**config.mk**
```make
export PLATFORM = sky130hd
export DESIGN_NAME = key_debounce_event_queue
export DESIGN_NICKNAME = d
export VERILOG_FILES = /design/src/hw/rtl/kdeq_pkg.sv /design/src/hw/rtl/key_debounce_event_queue.sv
export SDC_FILE = /design/constraint.sdc
export NUM_CORES = 1
export LEC_CHECK = 0
export CAP_MARGIN = 20
export CORE_MARGIN = 4
export CORE_UTILIZATION = 35
export CTS_CLUSTER_SIZE = 24
export DETAILED_ROUTE_END_ITERATION = 10
export DONT_BUFFER_PORTS = 1
export PLACE_DENSITY = 0.47
export SLEW_MARGIN = 20
export SYNTH_ARGS = -nofsm -noshare
export SYNTH_HDL_FRONTEND = slang
export SYNTH_SLANG_ARGS = --single-unit
```
**constraint.sdc**
```tcl
create_clock -name clock -period 7.65 [get_ports clock]
set_clock_uncertainty 0.2 [all_clocks]
set_input_delay 0.765 -clock clock [delete_from_list [all_inputs] [get_ports clock]]
set_output_delay 0.765 -clock clock [all_outputs]
set_load 0.01 [all_outputs]
```
**src/hw/rtl/kdeq_pkg.sv**
```systemverilog
// ----------------------------------------------------------------------------
// kdeq_pkg - shared types and constants for the key debounce event queue
// Word formats, request codes and sizing of the counter and event stores.
// ----------------------------------------------------------------------------
`default_nettype none

package kdeq_pkg;

   // sizing
   localparam int NUM_KEYS     = 6;
   localparam int QUEUE_DEPTH  = 8;
   localparam int KEY_IDX_W    = (NUM_KEYS > 1) ? $clog2(NUM_KEYS) : 1;
   localparam int Q_IDX_W      = $clog2(QUEUE_DEPTH);
   localparam int Q_CNT_W      = $clog2(QUEUE_DEPTH + 1);
   localparam int Q_SUM_W      = Q_CNT_W + 1;

   // fixed field widths
   localparam int REQ_TYPE_W   = 2;
   localparam int LEVELS_W     = 6;
   localparam int KEY_CODE_W   = 6;
   localparam int PENDING_W    = 4;
   localparam int THRESH_W     = 7;
   localparam int RUN_W        = 8;

   localparam logic [THRESH_W-1:0]     THRESHOLD_RESET = 7'd100;
   localparam logic signed [RUN_W-1:0] RUN_MAX         = 8'sd127;
   localparam logic signed [RUN_W-1:0] RUN_MIN         = -8'sd127;

   // request codes
   typedef enum logic [REQ_TYPE_W-1:0] {
      REQ_SCAN  = 2'd0,
      REQ_POP   = 2'd1,
      REQ_CLEAR = 2'd2
   } req_code_type;

   typedef struct packed {
      logic [REQ_TYPE_W-1:0] req_type;
      logic [LEVELS_W-1:0]   button_levels;
   } req_word_type;

   typedef struct packed {
      logic                  key_valid;
      logic [KEY_CODE_W-1:0] key_code;
      logic [KEY_CODE_W-1:0] held_keys;
      logic [PENDING_W-1:0]  pending_count;
   } rsp_word_type;

endpackage

`default_nettype wire

```
**src/hw/rtl/key_debounce_event_queue.sv**
```systemverilog
// ----------------------------------------------------------------------------
// key_debounce_event_queue - debounced button scanner with key event queue
// Per-button run counters and the event queue live in small synchronous
// memories; a two-stage read / update pipeline serves one word per cycle while rsp_ready allows.
// ----------------------------------------------------------------------------
`default_nettype none

// The block takes one request word per clock and returns exactly one response
// word per request. At accept a request issues the reads of the scanned
// button's run counter and of the queue head slot; in stage 1 it updates the
// counter, held mask and queue and loads the response register. Reads that
// hit an entry written in the same cycle are forwarded, so back-to-back
// requests run at full rate; the only stall comes from rsp_ready. Counter
// entries carry a valid bit that reset clears, so no clearing pass is needed
// after reset. The user must write the debounce threshold through csr_wr_en /
// csr_wr_data only while the block is idle; the block does not enforce this.
module key_debounce_event_queue
   import kdeq_pkg::*;
(
   input  wire logic                 clock,
   input  wire logic                 reset,
   // request channel
   input  wire logic                 req_valid,
   output      logic                 req_ready,
   input  wire req_word_type         req_word,
   // response channel
   output      logic                 rsp_valid,
   input  wire logic                 rsp_ready,
   output      rsp_word_type         rsp_word,
   // threshold register
   input  wire logic                 csr_wr_en,
   input  wire logic [THRESH_W-1:0]  csr_wr_data
);

   // ------------------------------------------------------------------------
   // declarations
   // ------------------------------------------------------------------------
   logic [THRESH_W-1:0]         thresh_ff;

   logic                        s1_valid_ff;
   req_code_type                s1_req_ff;
   logic [LEVELS_W-1:0]         s1_levels_ff;
   logic [KEY_IDX_W-1:0]        s1_idx_ff;

   logic [KEY_IDX_W-1:0]        scan_ff, scan_in;
   logic [NUM_KEYS-1:0]         held_ff, held_in;
   logic [Q_IDX_W-1:0]          head_ff, head_in;
   logic [Q_CNT_W-1:0]          count_ff, count_in;

   // run counter memory with per-entry valid bits
   logic signed [RUN_W-1:0]     cnt_mem [NUM_KEYS];
   logic [NUM_KEYS-1:0]         cnt_vld_ff;
   logic signed [RUN_W-1:0]     cnt_rd_ff;

   // event queue memory
   logic [KEY_CODE_W-1:0]       q_mem [QUEUE_DEPTH];
   logic [KEY_CODE_W-1:0]       q_rd_ff;

   logic                        rsp_valid_ff;
   rsp_word_type                rsp_word_ff, rsp_word_in;

   logic                        req_acc;
   logic                        s1_adv;
   req_code_type                acc_req;

   logic signed [RUN_W-1:0]     lim_s;
   logic signed [RUN_W-1:0]     cnt_c0, cnt_c1, cnt_new;
   logic                        pressed;
   logic                        confirm_press, confirm_release;
   logic [NUM_KEYS-1:0]         key_bit;
   logic [KEY_CODE_W-1:0]       key_code6;
   logic                        cnt_we;
   logic                        q_we;
   logic [Q_SUM_W-1:0]          slot_sum;
   logic [Q_IDX_W-1:0]          q_waddr;
   logic                        pop_hit;

   // ------------------------------------------------------------------------
   // handshake
   // ------------------------------------------------------------------------
   assign s1_adv    = s1_valid_ff && (!rsp_valid_ff || rsp_ready);
   assign req_ready = !s1_valid_ff || s1_adv;
   assign req_acc   = req_valid && req_ready;
   assign acc_req   = req_code_type'(req_word.req_type);

   // ------------------------------------------------------------------------
   // threshold register
   // ------------------------------------------------------------------------
   always_ff @(posedge clock) begin
      if (reset) begin
         thresh_ff <= THRESHOLD_RESET;
      end else if (csr_wr_en) begin
         thresh_ff <= csr_wr_data;
      end
   end

   // ------------------------------------------------------------------------
   // scan index advances when a scan request is accepted, it depends on the request alone
   // ------------------------------------------------------------------------
   always_comb begin
      scan_in = scan_ff;
      if (req_acc && (acc_req == REQ_SCAN)) begin
         scan_in = (scan_ff == KEY_IDX_W'(NUM_KEYS - 1)) ? '0 : scan_ff + 1'b1;
      end
   end

   // ------------------------------------------------------------------------
   // stage 1 register
   // ------------------------------------------------------------------------
   always_ff @(posedge clock) begin
      if (reset) begin
         s1_valid_ff <= 1'b0;
         scan_ff     <= '0;
      end else begin
         scan_ff <= scan_in;
         if (req_acc) begin
            s1_valid_ff <= 1'b1;
         end else if (s1_adv) begin
            s1_valid_ff <= 1'b0;
         end
      end
   end

   always_ff @(posedge clock) begin
      if (req_acc) begin
         s1_req_ff    <= acc_req;
         s1_levels_ff <= req_word.button_levels;
         s1_idx_ff    <= scan_ff;
      end
   end

   // ------------------------------------------------------------------------
   // counter update (stage 1)
   // ------------------------------------------------------------------------
   always_comb begin
      lim_s           = $signed({1'b0, thresh_ff});
      pressed         = !s1_levels_ff[s1_idx_ff];
      confirm_press   = 1'b0;
      confirm_release = 1'b0;
      if (pressed) begin
         cnt_c0 = (cnt_rd_ff < 0) ? '0 : cnt_rd_ff;
         cnt_c1 = (cnt_c0 < RUN_MAX) ? cnt_c0 + 8'sd1 : cnt_c0;
         cnt_new = cnt_c1;
         if (cnt_c1 > lim_s) begin
            cnt_new       = lim_s;
            confirm_press = 1'b1;
         end
      end else begin
         cnt_c0 = (cnt_rd_ff > 0) ? '0 : cnt_rd_ff;
         cnt_c1 = (cnt_c0 > RUN_MIN) ? cnt_c0 - 8'sd1 : cnt_c0;
         cnt_new = cnt_c1;
         if (cnt_c1 < -lim_s) begin
            cnt_new         = -lim_s;
            confirm_release = 1'b1;
         end
      end
   end

   // one-hot of the scanned key, in mask and code widths
   always_comb begin
      for (int b = 0; b < NUM_KEYS; b++) begin
         key_bit[b] = (s1_idx_ff == KEY_IDX_W'(b));
      end
      for (int b = 0; b < KEY_CODE_W; b++) begin
         key_code6[b] = (b < NUM_KEYS) && (s1_idx_ff == KEY_IDX_W'(b));
      end
   end

   // ------------------------------------------------------------------------
   // held mask, queue pointers and response (stage 1)
   // ------------------------------------------------------------------------
   always_comb begin
      held_in  = held_ff;
      head_in  = head_ff;
      count_in = count_ff;
      cnt_we   = 1'b0;
      q_we     = 1'b0;
      pop_hit  = 1'b0;
      slot_sum = Q_SUM_W'(head_ff) + Q_SUM_W'(count_ff);
      q_waddr  = (slot_sum >= Q_SUM_W'(QUEUE_DEPTH))
                 ? Q_IDX_W'(slot_sum - Q_SUM_W'(QUEUE_DEPTH))
                 : Q_IDX_W'(slot_sum);
      if (s1_adv) begin
         unique case (s1_req_ff)
            REQ_SCAN: begin
               cnt_we = 1'b1;
               if (confirm_press && ((held_ff & key_bit) == '0)) begin
                  held_in = held_ff | key_bit;
                  if (count_ff < Q_CNT_W'(QUEUE_DEPTH)) begin
                     q_we     = 1'b1;
                     count_in = count_ff + 1'b1;
                  end
               end
               if (confirm_release) begin
                  held_in = held_ff & ~key_bit;
               end
            end
            REQ_POP: begin
               if (count_ff != '0) begin
                  pop_hit  = 1'b1;
                  head_in  = (head_ff == Q_IDX_W'(QUEUE_DEPTH - 1)) ? '0 : head_ff + 1'b1;
                  count_in = count_ff - 1'b1;
               end
            end
            REQ_CLEAR: begin
               count_in = '0;
            end
            default: begin
            end
         endcase
      end

      rsp_word_in.key_valid     = pop_hit;
      rsp_word_in.key_code      = pop_hit ? q_rd_ff : '0;
      for (int b = 0; b < KEY_CODE_W; b++) begin
         rsp_word_in.held_keys[b] = (b < NUM_KEYS) ? held_in[b % NUM_KEYS] : 1'b0;
      end
      rsp_word_in.pending_count = PENDING_W'(count_in);
   end

   always_ff @(posedge clock) begin
      if (reset) begin
         held_ff  <= '0;
         head_ff  <= '0;
         count_ff <= '0;
      end else begin
         held_ff  <= held_in;
         head_ff  <= head_in;
         count_ff <= count_in;
      end
   end

   // ------------------------------------------------------------------------
   // run counter memory: read at accept, write from stage 1, forward on hit
   // ------------------------------------------------------------------------
   always_ff @(posedge clock) begin
      if (cnt_we) begin
         cnt_mem[s1_idx_ff] <= cnt_new;
      end
      if (req_acc) begin
         if (cnt_we && (s1_idx_ff == scan_ff)) begin
            cnt_rd_ff <= cnt_new;
         end else if (cnt_vld_ff[scan_ff]) begin
            cnt_rd_ff <= cnt_mem[scan_ff];
         end else begin
            cnt_rd_ff <= '0;
         end
      end
   end

   always_ff @(posedge clock) begin
      if (reset) begin
         cnt_vld_ff <= '0;
      end else if (cnt_we) begin
         cnt_vld_ff <= cnt_vld_ff | key_bit;
      end
   end

   // ------------------------------------------------------------------------
   // event queue memory: head read at accept, push from stage 1
   // ------------------------------------------------------------------------
   always_ff @(posedge clock) begin
      if (q_we) begin
         q_mem[q_waddr] <= key_code6;
      end
      if (req_acc) begin
         if (q_we && (q_waddr == head_in)) begin
            q_rd_ff <= key_code6;
         end else begin
            q_rd_ff <= q_mem[head_in];
         end
      end
   end

   // ------------------------------------------------------------------------
   // response register
   // ------------------------------------------------------------------------
   always_ff @(posedge clock) begin
      if (reset) begin
         rsp_valid_ff <= 1'b0;
      end else if (s1_adv) begin
         rsp_valid_ff <= 1'b1;
      end else if (rsp_ready) begin
         rsp_valid_ff <= 1'b0;
      end
   end

   always_ff @(posedge clock) begin
      if (s1_adv) begin
         rsp_word_ff <= rsp_word_in;
      end
   end

   assign rsp_valid = rsp_valid_ff;
   assign rsp_word  = rsp_word_ff;

   // ------------------------------------------------------------------------
   // assertions
   // ------------------------------------------------------------------------
`ifndef SYNTHESIS
   // queue never holds more events than slots
   a_count_bound: assert property (@(posedge clock) disable iff (reset)
      count_ff <= Q_CNT_W'(QUEUE_DEPTH))
      else $error("event count above queue depth");

   // a popped event is a one-hot key code
   a_pop_onehot: assert property (@(posedge clock) disable iff (reset)
      rsp_valid_ff && rsp_word_ff.key_valid |-> $onehot(rsp_word_ff.key_code))
      else $error("popped key code not one-hot");

   // an accepted word always occupies stage 1 next cycle
   a_accept_fill: assert property (@(posedge clock) disable iff (reset)
      req_acc |=> s1_valid_ff)
      else $error("accepted word lost before stage 1");

   // a stage 1 word that cannot advance keeps the stage occupied
   a_s1_hold: assert property (@(posedge clock) disable iff (reset)
      s1_valid_ff && !s1_adv |=> s1_valid_ff && $stable(s1_idx_ff))
      else $error("stalled stage 1 word dropped");

   // a push only happens with room in the queue
   a_push_room: assert property (@(posedge clock) disable iff (reset)
      q_we |-> count_ff < Q_CNT_W'(QUEUE_DEPTH))
      else $error("push into a full queue");
`endif

endmodule

`default_nettype wire
```
Word-level counts from Yosys, hierarchy flattened
Memory sizes are Yosys's and may differ from the RTL's. A register that Yosys moved wholly into a read port is not among the register bits.
Cells that the tools add are included.

word-level totals
  memories = 2
  flip-flop bits (word level) = 67
  word-level logic and storage cells = 119
  input port bits = 20
  memory bits (writable) = 96

cells by class
  order comparisons = 10
  eq/ne operators = 10
  add/subtract/negate cells = 9
  reductions and logical operators = 16
  bitwise gates (word level) = 5
  multiplexer cells = 51

memory list
  name     depth  width  rd ports  clocked after Yosys merged registers in  write ports  RTL line                        source
  cnt_mem  6      8      1         1                                        1            key_debounce_event_queue.sv:51  logic signed [RUN_W-1:0] cnt_mem [NUM_KEYS];
  q_mem    8      6      1         1                                        1            key_debounce_event_queue.sv:56  logic [KEY_CODE_W-1:0] q_mem [QUEUE_DEPTH];

operator list
  cell                                                                    number
  8-bit two-way mux                                                       9
  3-bit two-way mux                                                       8
  6-bit two-way mux                                                       4
  1-bit two-way mux                                                       23
  4-bit two-way mux                                                       4
  6-bit AND                                                               2
  3-bit equality test (second input constant)                             4
  6-bit OR                                                                2
  4-bit one-hot mux with 3 select lines                                   1
  8-bit by 2-bit adder with 8-bit output (second input constant)          1
  8-bit by 1-bit > comparator with 1-bit output (second input constant)   1
  8-bit > comparator                                                      1
  8-bit > comparator (second input constant)                              1
  3-bit by 4-bit < comparator with 1-bit output (second input constant)   2
  8-bit by 1-bit < comparator with 1-bit output (second input constant)   1
  8-bit < comparator                                                      1
  8-bit < comparator (second input constant)                              1
  7-bit negator with 8-bit output                                         1
  8-bit by 2-bit subtractor with 8-bit output (second input constant)     1
  3-bit by 1-bit adder with 3-bit output (second input constant)          2
  1-bit binary-select mux with 3-bit select                               2
  3-bit by 2-bit equality test with 1-bit output (second input constant)  2
  6-bit zero test                                                         1
  6-bit NOT                                                               1
  other kinds (17)                                                        25

Longest topological paths before layout
Gate-level depths: netlist of the first run.

  depth in word-level cells = 13
  mapped depth = 22

Worst setup path before layout of the first run
Ideal clock, no wire load.

  path kind = flip-flop to flip-flop
  from = register cnt_rd_ff[7]
  to = memory q_mem[0][0], enable pin
  stages on the path, launching flop included = 20
  path slack = 2.048 ns
  arrival = 5.016 ns
  required time = 7.064 ns
  clock period less this slack = 5.602 ns
  buffers on the path = 3
  library setup time = 0.386 ns
  cells stage by stage = edfxtp_1 > clkbuf_1 > nor2b_1 > ha_1 > and3_1 > nand3_1 > or2_2 > ha_1 > clkbuf_1 > nor3_1 > o211a_1 > mux2_2 > ha_1 > and4_1 > a41oi_1 > o41ai_1 > or3_1 > clkbuf_1 > or2_2 > nor4_1

between the ends
  cells in the longest elaborated chain, start to end = 13
  elaborated cells on any way between the ends = 14
  those cells by class = 1 x add/sub; 3 x order compare; 9 x mux; 1 x reduce/logical

ends and longest elaborated chain
  element                                                                       RTL line                         source
  from (decl)                                                                   key_debounce_event_queue.sv:53   logic signed [RUN_W-1:0] cnt_rd_ff;
  from (signal assigned)                                                        key_debounce_event_queue.sv:242  cnt_rd_ff <= cnt_new;
  from (signal assigned)                                                        key_debounce_event_queue.sv:244  cnt_rd_ff <= cnt_mem[scan_ff];
  8-bit by 1-bit < comparator with 1-bit output                                 key_debounce_event_queue.sv:141  cnt_c0 = (cnt_rd_ff < 0) ? '0 : cnt_rd_ff;
  8-bit two-way mux (*)                                                         key_debounce_event_queue.sv:141
  8-bit by 2-bit adder with 8-bit output or 8-bit < comparator (tied branches)  key_debounce_event_queue.sv:142  cnt_c1 = (cnt_c0 < RUN_MAX) ? cnt_c0 + 8'sd1 : cnt_c0;
  8-bit two-way mux (*)                                                         key_debounce_event_queue.sv:142
  8-bit > comparator (*)                                                        key_debounce_event_queue.sv:144  if (cnt_c1 > lim_s) begin
  1-bit two-way mux (*)                                                         key_debounce_event_queue.sv:144
  1-bit two-way mux (*)                                                         key_debounce_event_queue.sv:140  if (pressed) begin
  1-bit logical AND (*)                                                         key_debounce_event_queue.sv:187  if (confirm_press && ((held_ff & key_bit) == '0)) begin
  1-bit two-way mux (*)                                                         key_debounce_event_queue.sv:187
  1-bit two-way mux (*)                                                         key_debounce_event_queue.sv:184  unique case (s1_req_ff)
  1-bit two-way mux (*)                                                         key_debounce_event_queue.sv:183  if (s1_adv) begin
  1-bit two-way mux (*)                                                         key_debounce_event_queue.sv:263  if (q_we) begin
  1-bit two-way mux (implied by the code) (*)                                   key_debounce_event_queue.sv:264  q_mem[q_waddr] <= key_code6;
  to (decl)                                                                     key_debounce_event_queue.sv:56

Every way passes the cells marked *; elsewhere a longest branch is shown, timed or not.

Final worst setup path of the first run
  from = register cnt_rd_ff[7]
  to = memory q_mem[2][1], enable pin

Same word-level chain as after synthesis.

==> results of run 1 <==
[worst reg2reg max path, cell delays in order (launching register included)]
cell and delay (ps):
edfxtp_1 640, nor2b_1 290, ha_1 250, and3_1 170, nand3_1 110, or2_2 320
ha_1 380, nor3_1 380, o211a_1 190, mux2_2 350, ha_1 300, and4_1 220
a41oi_1 250, o41ai_2 100, buf_4 200, or3_1 480, nor2_1 230, nand2_1 140
nor3_1 790
[layer usage]
layer | track usage, % | part of all wire (%) | wire, um | vias to the layer above
li1 | - | - | - | 2678
met1 | 23.3 | 50 | 10300 | 2743
met2 | 23.9 | 44 | 8980 | 127
met3 | 3.64 | 4.9 | 1020 | 18
met4 | 3.62 | 1.3 | 278 | 0
met5 | 0 | 0 | 0 | -
[per-stage QoR]
step | hold WS (ps) | instances
after floorplan | 206 | 719
after global placement | 250 | 1006
after detailed placement | 262 | 1006
after CTS | 176 | 1038
after global routing | 169 | 1038
final | 193 | 1038
[sequential cells by signal, indices dropped and copies added, names as in the netlist, named ones only]
| name | cells |
|---|---|
| q_rd_ff | 6 |
| count_ff | 4 |
| held_ff | 6 |
| q_mem | 48 |
| rsp_word | 17 |
| cnt_vld_ff | 6 |
| thresh_ff | 7 |
| rsp_valid | 1 |
| head_ff | 3 |
| s1_idx_ff | 3 |
| s1_valid_ff | 1 |
| scan_ff | 3 |
| cnt_mem | 48 |
| cnt_rd_ff | 8 |
| s1_req_ff | 2 |
| s1_levels_ff | 6 |
[layout make-up]
type	instances	area [um2]
Clock buffer	17	425
Fill cell	2301	14200
Sequential cell	172	4830
Multi-Input combinational cell	479	3450
Tap cell	319	399
Clock inverter	15	200
Timing Repair Buffer	7	52.6
Inverter	29	111
[report_power, final]
group	total (mW)	switching [mW]	internal [mW]
combinational	0.160	0.100	0.0591
sequential	1.06	0.0238	1.04
clock	0.894	0.441	0.453
[logic make-up (layout without fill, tap and decap cells)]
logic type               count (synthesis)  in the layout
AND/OR/NAND/NOR                        218            218
flip-flops                             172            172
buffers and inverters                   68             68
multiplexers                            66             66
adder cells (fa/ha/maj)                 25             25
XOR/XNOR                                20             20
AO/OA/AOI/OAI                          150            150
[placed cells by master, fill, tap and decap left out, types with 5 or more instances in the layout]
| master | Yosys | routed |
|---|---|---|
| edfxtp_1 | 138 | 138 |
| nor2_1 | 71 | 71 |
| a21oi_1 | 43 | 43 |
| nand2_1 | 42 | 42 |
| mux2i_1 | 39 | 39 |
| dfxtp_1 | 34 | 33 |
| inv_1 | 27 | 27 |
| o21ai_0 | 27 | 27 |
| ha_1 | 24 | 24 |
| and2_1 | 18 | 18 |
| xnor2_1 | 17 | 17 |
| clkbuf_16 | 0 | 17 |
| nor3_1 | 15 | 15 |
| mux2_2 | 14 | 14 |
| a211oi_1 | 12 | 12 |
| nor2b_1 | 11 | 11 |
| mux4_2 | 11 | 11 |
| o22ai_1 | 11 | 11 |
| nand3b_1 | 10 | 10 |
| and3_1 | 7 | 7 |
| o211ai_1 | 7 | 7 |
| buf_4 | 1 | 7 |
| or2_2 | 6 | 6 |
| nand3_1 | 6 | 6 |
| nand4_1 | 5 | 5 |
| or3_1 | 5 | 5 |
| nand2b_1 | 5 | 5 |
| o2111a_1 | 5 | 5 |
| a22o_1 | 5 | 5 |
| clkinv_8 | 0 | 5 |
[worst max path at each step]
stage,end,depth (start not counted)
after floorplan,q_mem[0][0]$_DFFE_PP_,19
after global placement,q_mem[0][4]$_DFFE_PP_,17
after detailed placement,q_mem[0][3]$_DFFE_PP_,17
after CTS,q_mem[0][0]$_DFFE_PP_,17
after global routing,q_mem[2][1]$_DFFE_PP_,19
final,q_mem[2][1]$_DFFE_PP_,18
==> flow_summary.rst, run 1 <==
.. list-table::
   :header-rows: 1

   * - Metric
     - Value
   * - Status
     - completed
   * - Maximum clock insertion buffer count
     - 2
   * - Master cell of the clock root buffer
     - clkbuf_16
   * - Antenna violations before repair
     - 1
   * - Die Width
     - 164 um
   * - Max-cap violations
     - 0
   * - Critical path, cell by cell
     - nor2b_1 -> ha_1 -> and3_1 -> nand3_1 -> or2_2 -> ha_1 -> nor3_1 -> o211a_1 -> mux2_2 -> ha_1 -> and4_1 -> a41oi_1 -> o41ai_2 -> buf_4 -> or3_1 -> nor2_1 -> nand2_1 -> nor3_1
   * - Setup repair after global routing missed its margin
     - false
   * - Largest cells by area after synthesis
     - edfxtp_1 49%, dfxtp_1 8.0%, mux2i_1 4.6%
   * - Area of the core region
     - 23,700 um2
   * - Origin of the worst min-delay path
     - reset
   * - Clock period minus final worst setup slack
     - 6370 ps
   * - Final HPWL DP
     - 14,800 um
   * - Adder-cell share of the synthesized area
     - 3.76%
   * - Slowest stage cell on the critical path
     - nor3_1
   * - Area of the die
     - 26,900 um2
   * - Worst setup slack after placement
     - 1130 ps
   * - Dominant combinational cell family by area after synthesis
     - simple AND/OR/NAND/NOR gates
   * - Share of the clock period used by the worst path after layout
     - 83.2%
   * - Global route total overflow
     - 0
   * - Relative slew slack
     - 31.0%
   * - Most common flop cell mapped by yosys
     - edfxtp_1
   * - Register area share after synthesis
     - 56.6%
   * - Worst-case setup margin in the final layout
     - 1280 ps
   * - Share of async-settable or async-resettable flops after synthesis
     - 0%
   * - Fin nets
     - 751
   * - TritonCTS Sinks
     - 172
   * - Fraction of post-synthesis cell area in the top cell type by area
     - 48.6%
   * - Wire length of the first global-routing pass
     - 32,300 um
   * - CTS resizes
     - 0
   * - Post-synth EDFFs
     - 138
   * - Count of yosys warnings during synthesis
     - 0
   * - XOR/XNOR share of the synthesized area
     - 2.06%
   * - First drt pass iteration count
     - 6
   * - Largest net degree at the start of global routing
     - 35
   * - Via count
     - 5,566
   * - Top post-synthesis cells by count
     - 138 x edfxtp_1, 71 x nor2_1, 43 x a21oi_1, 42 x nand2_1, 39 x mux2i_1
   * - R2R Path Start
     - cnt_rd_ff[7]$_DFFE_PP_
   * - Post-CTS setup buffers
     - 0
   * - Number of clock buffers inserted by TritonCTS
     - 17
   * - Core occupancy in the finished layout
     - 40.0%
   * - Power after layout
     - 2.11 mW
   * - Compound-gate portion of the synthesized area
     - 11.8%
   * - Data arrival time at the worst-slack endpoint
     - 6220 ps
   * - CP Buf/Inv Count
     - 1
   * - Static power due to leakage
     - 3.29 nW
   * - Pin slew with the least headroom to its limit
     - 1030 ps
   * - Worst Setup End Kind
     - register
   * - Share of cell area taken by muxes after synthesis
     - 9.67%
   * - RR Endpoint
     - q_mem[2][1]$_DFFE_PP_
   * - Clock transition at the registers of the reported paths
     - 80 ps
   * - Synthesis-to-layout area growth
     - 11.1%
   * - Req. time, crit path
     - 7500 ps
   * - Area of all placed cells without fillers
     - 9460 um2
   * - Worst Hold End
     - rsp_valid$_SDFFE_PP0P_
   * - Average wire per standard cell
     - 19.9 um
   * - Synth Net Count
     - 764
   * - Type of the worst setup path
     - register to register
   * - Synth unique cells
     - 65
   * - Most common cell in the synthesized netlist
     - edfxtp_1
   * - Synth area leader
     - edfxtp_1
   * - Category of cells accounting for the largest share of critical-path delay
     - simple AND/OR/NAND/NOR gates
   * - Die H
     - 164 um
   * - Total routed wirelength
     - 20,600 um
   * - Number of cells produced by synthesis
     - 719
   * - Maximum resistive drop on vdd
     - 136 uV
   * - R2R setup slack
     - 1280 ps
   * - Critical Path Fanout Max
     - 20
   * - Number of DRC markers after the initial detailed-route iteration
     - 433
   * - Crit path from
     - cnt_rd_ff[7]$_DFFE_PP_
   * - Antenna diode count
     - 0
   * - Depth of the most critical reg-to-reg path
     - 18
   * - CTS tree
     - done
   * - Max stage delay on crit path
     - 790 ps
   * - Final number of setup-violating endpoints
     - 0
   * - Post-detailed-route DRC marker count
     - 0
   * - Mean post-synth cell area
     - 11.8 um2
   * - Count of hold buffers inserted by post-cts repair
     - 0
   * - Depth of the CTS H-tree
     - 4
   * - Number of placed I/O pins
     - 39
   * - Maximum clock rate
     - 157 MHz
   * - Total Neg Setup Slack
     - 0 ps
   * - Type of the worst min-delay path
     - input pin to register
   * - Netlist area before placement
     - 8520 um2
   * - Synthesized-area fraction occupied by and/or/nand/nor cells
     - 12.9%
   * - Insertion delay to the later sink of the worst-skew pair
     - 430 ps
   * - Placed cell area
     - 8820 um2
   * - Number of global-route vias before repair
     - 5,581
   * - Global routing usage summed across all routing layers
     - 15.8%
   * - Weighted congestion at the end of routability-driven global placement
     - 0.798
   * - Most frequent cell on the critical path
     - ha_1
   * - Power density over cell area
     - 223 nW/um2
   * - Post-synthesis register bit count
     - 172
   * - Initial core utilization
     - 36.0%
   * - Vias per std cell
     - 5.36
   * - Number of core rows
     - 56
   * - Number of buffers added on ports
     - 0
   * - Total count of hold-check failures in the final report
     - 0
   * - Max-slew violation count
     - 0
   * - Hold path cells
     - 1
   * - Antenna Nets Post-Route
     - 0
   * - Startpoint kind of the worst setup timing path
     - register
   * - Fraction of final layout cells with drive strength greater than 1
     - 11.7%
(Power assumes the default switching activity.)
==> run 2: changes to the inputs <==
Settings changed: ABC_AREA set to 1.
Clock period 7.65 ns to 6.1 ns, I/O delays scaled along.
==> run 2 against run 1 <==
Net effect:
- routed wire length up 0.63%
- synthesized cell count up 23%
- area after synthesis unchanged
- core utilization about the same
- cell area about the same
- combinational power up 78%
- sequential power up 26%
- setup slack worse by 430 ps
- largest cell class unchanged
==> flow_summary.rst, run 2 <==
.. list-table::
   :header-rows: 1

   * - Metric
     - Value
   * - Status
     - completed
   * - Number of global-route vias before repair
     - 5,762 (+3.2%)
   * - Weighted congestion at the end of routability-driven global placement
     - 0.850 (+6.5%)
   * - Area of all placed cells without fillers
     - 9460 um2 (about the same)
   * - Max-slew violation count
     - 0 (unchanged)
   * - Global route total overflow
     - 0 (unchanged)
   * - Master cell of the clock root buffer
     - clkbuf_16
   * - Most frequent standard cell in the layout excluding fill and tap cells
     - nand2_1
   * - Netlist area before placement
     - 8520 um2 (unchanged)
   * - Fin nets
     - 929 (+24%)
   * - Number of buffers added on ports
     - 0 (unchanged)
   * - Antenna Nets Post-Route
     - 0 (unchanged)
   * - Total routed wirelength
     - 20,700 um (+0.63%)
   * - CTS resizes
     - 0 (unchanged)
   * - Most common flop cell mapped by yosys
     - edfxtp_1
   * - Antenna violations before repair
     - 0 (-1)
   * - Maximum clock insertion buffer count
     - 2 (unchanged)
   * - Clock period minus final worst setup slack
     - 5250 ps (-1120 ps)
   * - Share of async-settable or async-resettable flops after synthesis
     - 0% (unchanged)
   * - Number of DRC markers after the initial detailed-route iteration
     - 523 (+21%)
   * - Critical Path Fanout Max
     - 13 (-35%)
   * - Mean post-synth cell area
     - 9.67 um2 (-18%)
   * - Antenna diode count
     - 0 (unchanged)
   * - Commonest cells after routing, fill and taps aside
     - 168 x nand2_1, 138 x edfxtp_1, 110 x inv_1
   * - Final HPWL DP
     - 14,800 um (-0.11%)
   * - Req. time, crit path
     - 5960 ps (-1540 ps)
   * - Worst hold slack
     - 72.4 ps (-120 ps)
   * - Register area share after synthesis
     - 56.6% (unchanged)
   * - Fraction of final layout cells with drive strength greater than 1
     - 10.0% (-1.6 points)
   * - Via count
     - 5,955 (+7.0%)
   * - Post-detailed-route DRC marker count
     - 0 (unchanged)
   * - Global routing usage summed across all routing layers
     - 15.6% (-0.28 points)
   * - Relative slew slack
     - 32.8% (+1.8 points)
   * - Slowest stage cell on the critical path
     - edfxtp_1
   * - Synth area leader
     - edfxtp_1
   * - Max-cap violations
     - 0 (unchanged)
   * - Fill count
     - 2,392 (+4.0%)
   * - Area of the die
     - 26,900 um2 (unchanged)
   * - Startpoint kind of the worst setup timing path
     - register
   * - Maximum clock rate
     - 191 MHz (+21%)
   * - Largest net degree at the start of global routing
     - 28 (-20%)
   * - Clock transition at the registers of the reported paths
     - 80 ps (about the same)
   * - Die H
     - 164 um (unchanged)
   * - Placed cell area
     - 8860 um2 (+0.35%)
   * - Vias per std cell
     - 4.90 (-8.7%)
   * - Area of the core region
     - 23,700 um2 (unchanged)
   * - Most common cell in the synthesized netlist
     - nand2_1
   * - Final number of setup-violating endpoints
     - 0 (unchanged)
   * - Number of clock buffers inserted by TritonCTS
     - 17 (unchanged)
   * - TritonCTS Sinks
     - 172 (unchanged)
   * - Setup repair after global routing missed its margin
     - false
   * - Post-CTS setup buffers
     - 0 (unchanged)
   * - Largest cells by area after synthesis
     - edfxtp_1 49%, dfxtp_1 8.0%, nand2_1 7.4%
   * - Count of yosys warnings during synthesis
     - 0 (unchanged)
   * - Average wire per standard cell
     - 17.1 um (-14%)
   * - Die Width
     - 164 um (unchanged)
   * - CTS tree
     - done
   * - Total Neg Setup Slack
     - 0 ps (unchanged)
   * - Number of core rows
     - 56 (unchanged)
   * - Share of the clock period used by the worst path after layout
     - 86.0% (+2.8 points)
   * - Number of placed I/O pins
     - 39 (unchanged)
   * - First drt pass iteration count
     - 5 (-1)
   * - Count of hold buffers inserted by post-cts repair
     - 0 (unchanged)
   * - Static power due to leakage
     - 3.80 nW (+15%)
   * - Synthesis-to-layout area growth
     - 11.0% (about the same)
   * - Insertion delay to the later sink of the worst-skew pair
     - 420 ps (about the same)
   * - Post-synth EDFFs
     - 138 (unchanged)
   * - Synth Net Count
     - 926 (+21%)
   * - Most frequent cell on the critical path
     - nand2_1
   * - Post-synthesis register bit count
     - 172 (unchanged)
   * - Data arrival time at the worst-slack endpoint
     - 5110 ps (-1110 ps)
   * - Power after layout
     - 2.72 mW (+29%)
   * - Maximum resistive drop on vdd
     - 167 uV (+22%)
   * - Fraction of post-synthesis cell area in the top cell type by area
     - 48.6% (unchanged)
   * - Wire length of the first global-routing pass
     - 31,900 um (-1.0%)
   * - Type of the worst setup path
     - register to register
   * - Pin slew with the least headroom to its limit
     - 1000 ps (-33.1 ps)
   * - Max stage delay on crit path
     - 600 ps (-190 ps)
   * - Type of the worst min-delay path
     - input pin to register
   * - Total count of hold-check failures in the final report
     - 0 (unchanged)
   * - Synth unique cells
     - 52 (-20%)
   * - Top post-synthesis cells by count
     - 168 x nand2_1, 138 x edfxtp_1, 110 x inv_1, 93 x nor2_1, 60 x a21oi_1
   * - Core occupancy in the finished layout
     - 39.9% (about the same)
   * - Depth of the CTS H-tree
     - 4 (unchanged)
   * - Initial core utilization
     - 36.0% (unchanged)
   * - Number of cells produced by synthesis
     - 881 (+23%)
   * - Worst Setup End Kind
     - register
   * - Power density over cell area
     - 288 nW/um2 (+29%)
[run 2: cell count changes after synthesis, sizes merged, moves of 12 or more]
cell | previous run | this run
mux2 | 14 | 0
nand3 | 6 | 47
inv | 28 | 118
nor2 | 71 | 100
a211oi | 14 | 1
o21ai | 27 | 70
nand2 | 42 | 180
a21oi | 43 | 60
mux2i | 41 | 0
xnor2 | 17 | 5
clkbuf | 28 | 12
and2 | 19 | 3
xor2 | 3 | 17
[run 2: path summary, 6_finish.rpt]
check | to | start | cells past startpoint | slack (ps)
max | q_mem[6][1]$_DFFE_PP_ | cnt_rd_ff[7]$_DFFE_PP_ | 25 | 850
min reg2reg | cnt_vld_ff[0]$_SDFFE_PP0P_ | cnt_vld_ff[0]$_SDFFE_PP0P_ | 2 | 270
max reg2reg | q_mem[6][1]$_DFFE_PP_ | cnt_rd_ff[7]$_DFFE_PP_ | 25 | 850
min | cnt_vld_ff[3]$_SDFFE_PP0P_ | reset | 1 | 70
[run 2: cell type report]
type	instances	area, um2	share of cell area (%)
Clock inverter	15	178	1.88
Sequential cell	172	4820	51.0
Inverter	118	445	4.71
Tap cell	319	399	4.22
Timing Repair Buffer	8	60.1	0.635
Clock buffer	17	425	4.50
Multi-Input combinational cell	567	3130	33.1
[run 2: where the power goes]
part	internal [mW]	total [mW]	switching, mW
Clock	0.587	1.10	0.514
Sequential	1.31	1.34	0.0249
Combinational	0.0839	0.285	0.201
[run 2: per-stage QoR]
stage | std cells | worst slack (ps)
3_5_place_dp | 1184 | 802
6_report | 1216 | 855
4_1_cts | 1216 | 788
2_1_floorplan | 881 | 1730
5_1_grt | 1216 | 240
3_3_place_gp | 1184 | 911
[run 2: logic make-up (layout without fill, tap and decap cells)]
family / after synthesis / count (layout) / synth area share, %
fa+ha+maj: 25 / 25 / 3.76
simple gates: 352 / 352 / 19.0
compound gates: 168 / 168 / 11.5
xor+xnor: 22 / 22 / 2.44
flops: 172 / 172 / 56.6
buf+inv: 142 / 158 / 6.65
[run 2: routing by layer]
layer  GRT usage [%]  up-vias  share of wire [%]  wire length [um]
met5               0        -                  0                 0
met4            4.96        0                1.8               365
met3            2.46       24                3.1               639
met2            26.6      118                 49             10300
met1            20.3     2821                 46              9470
li1                -     2992                  -                 -
[run 2: worst max-delay path, delay by kind of cell (launching register included)]
kind,cells,cell delay (ps)
simple gates,14,2180
fa+ha+maj,3,780
flops,1,600
buf+inv,5,530
xor+xnor,2,480
compound gates,1,110
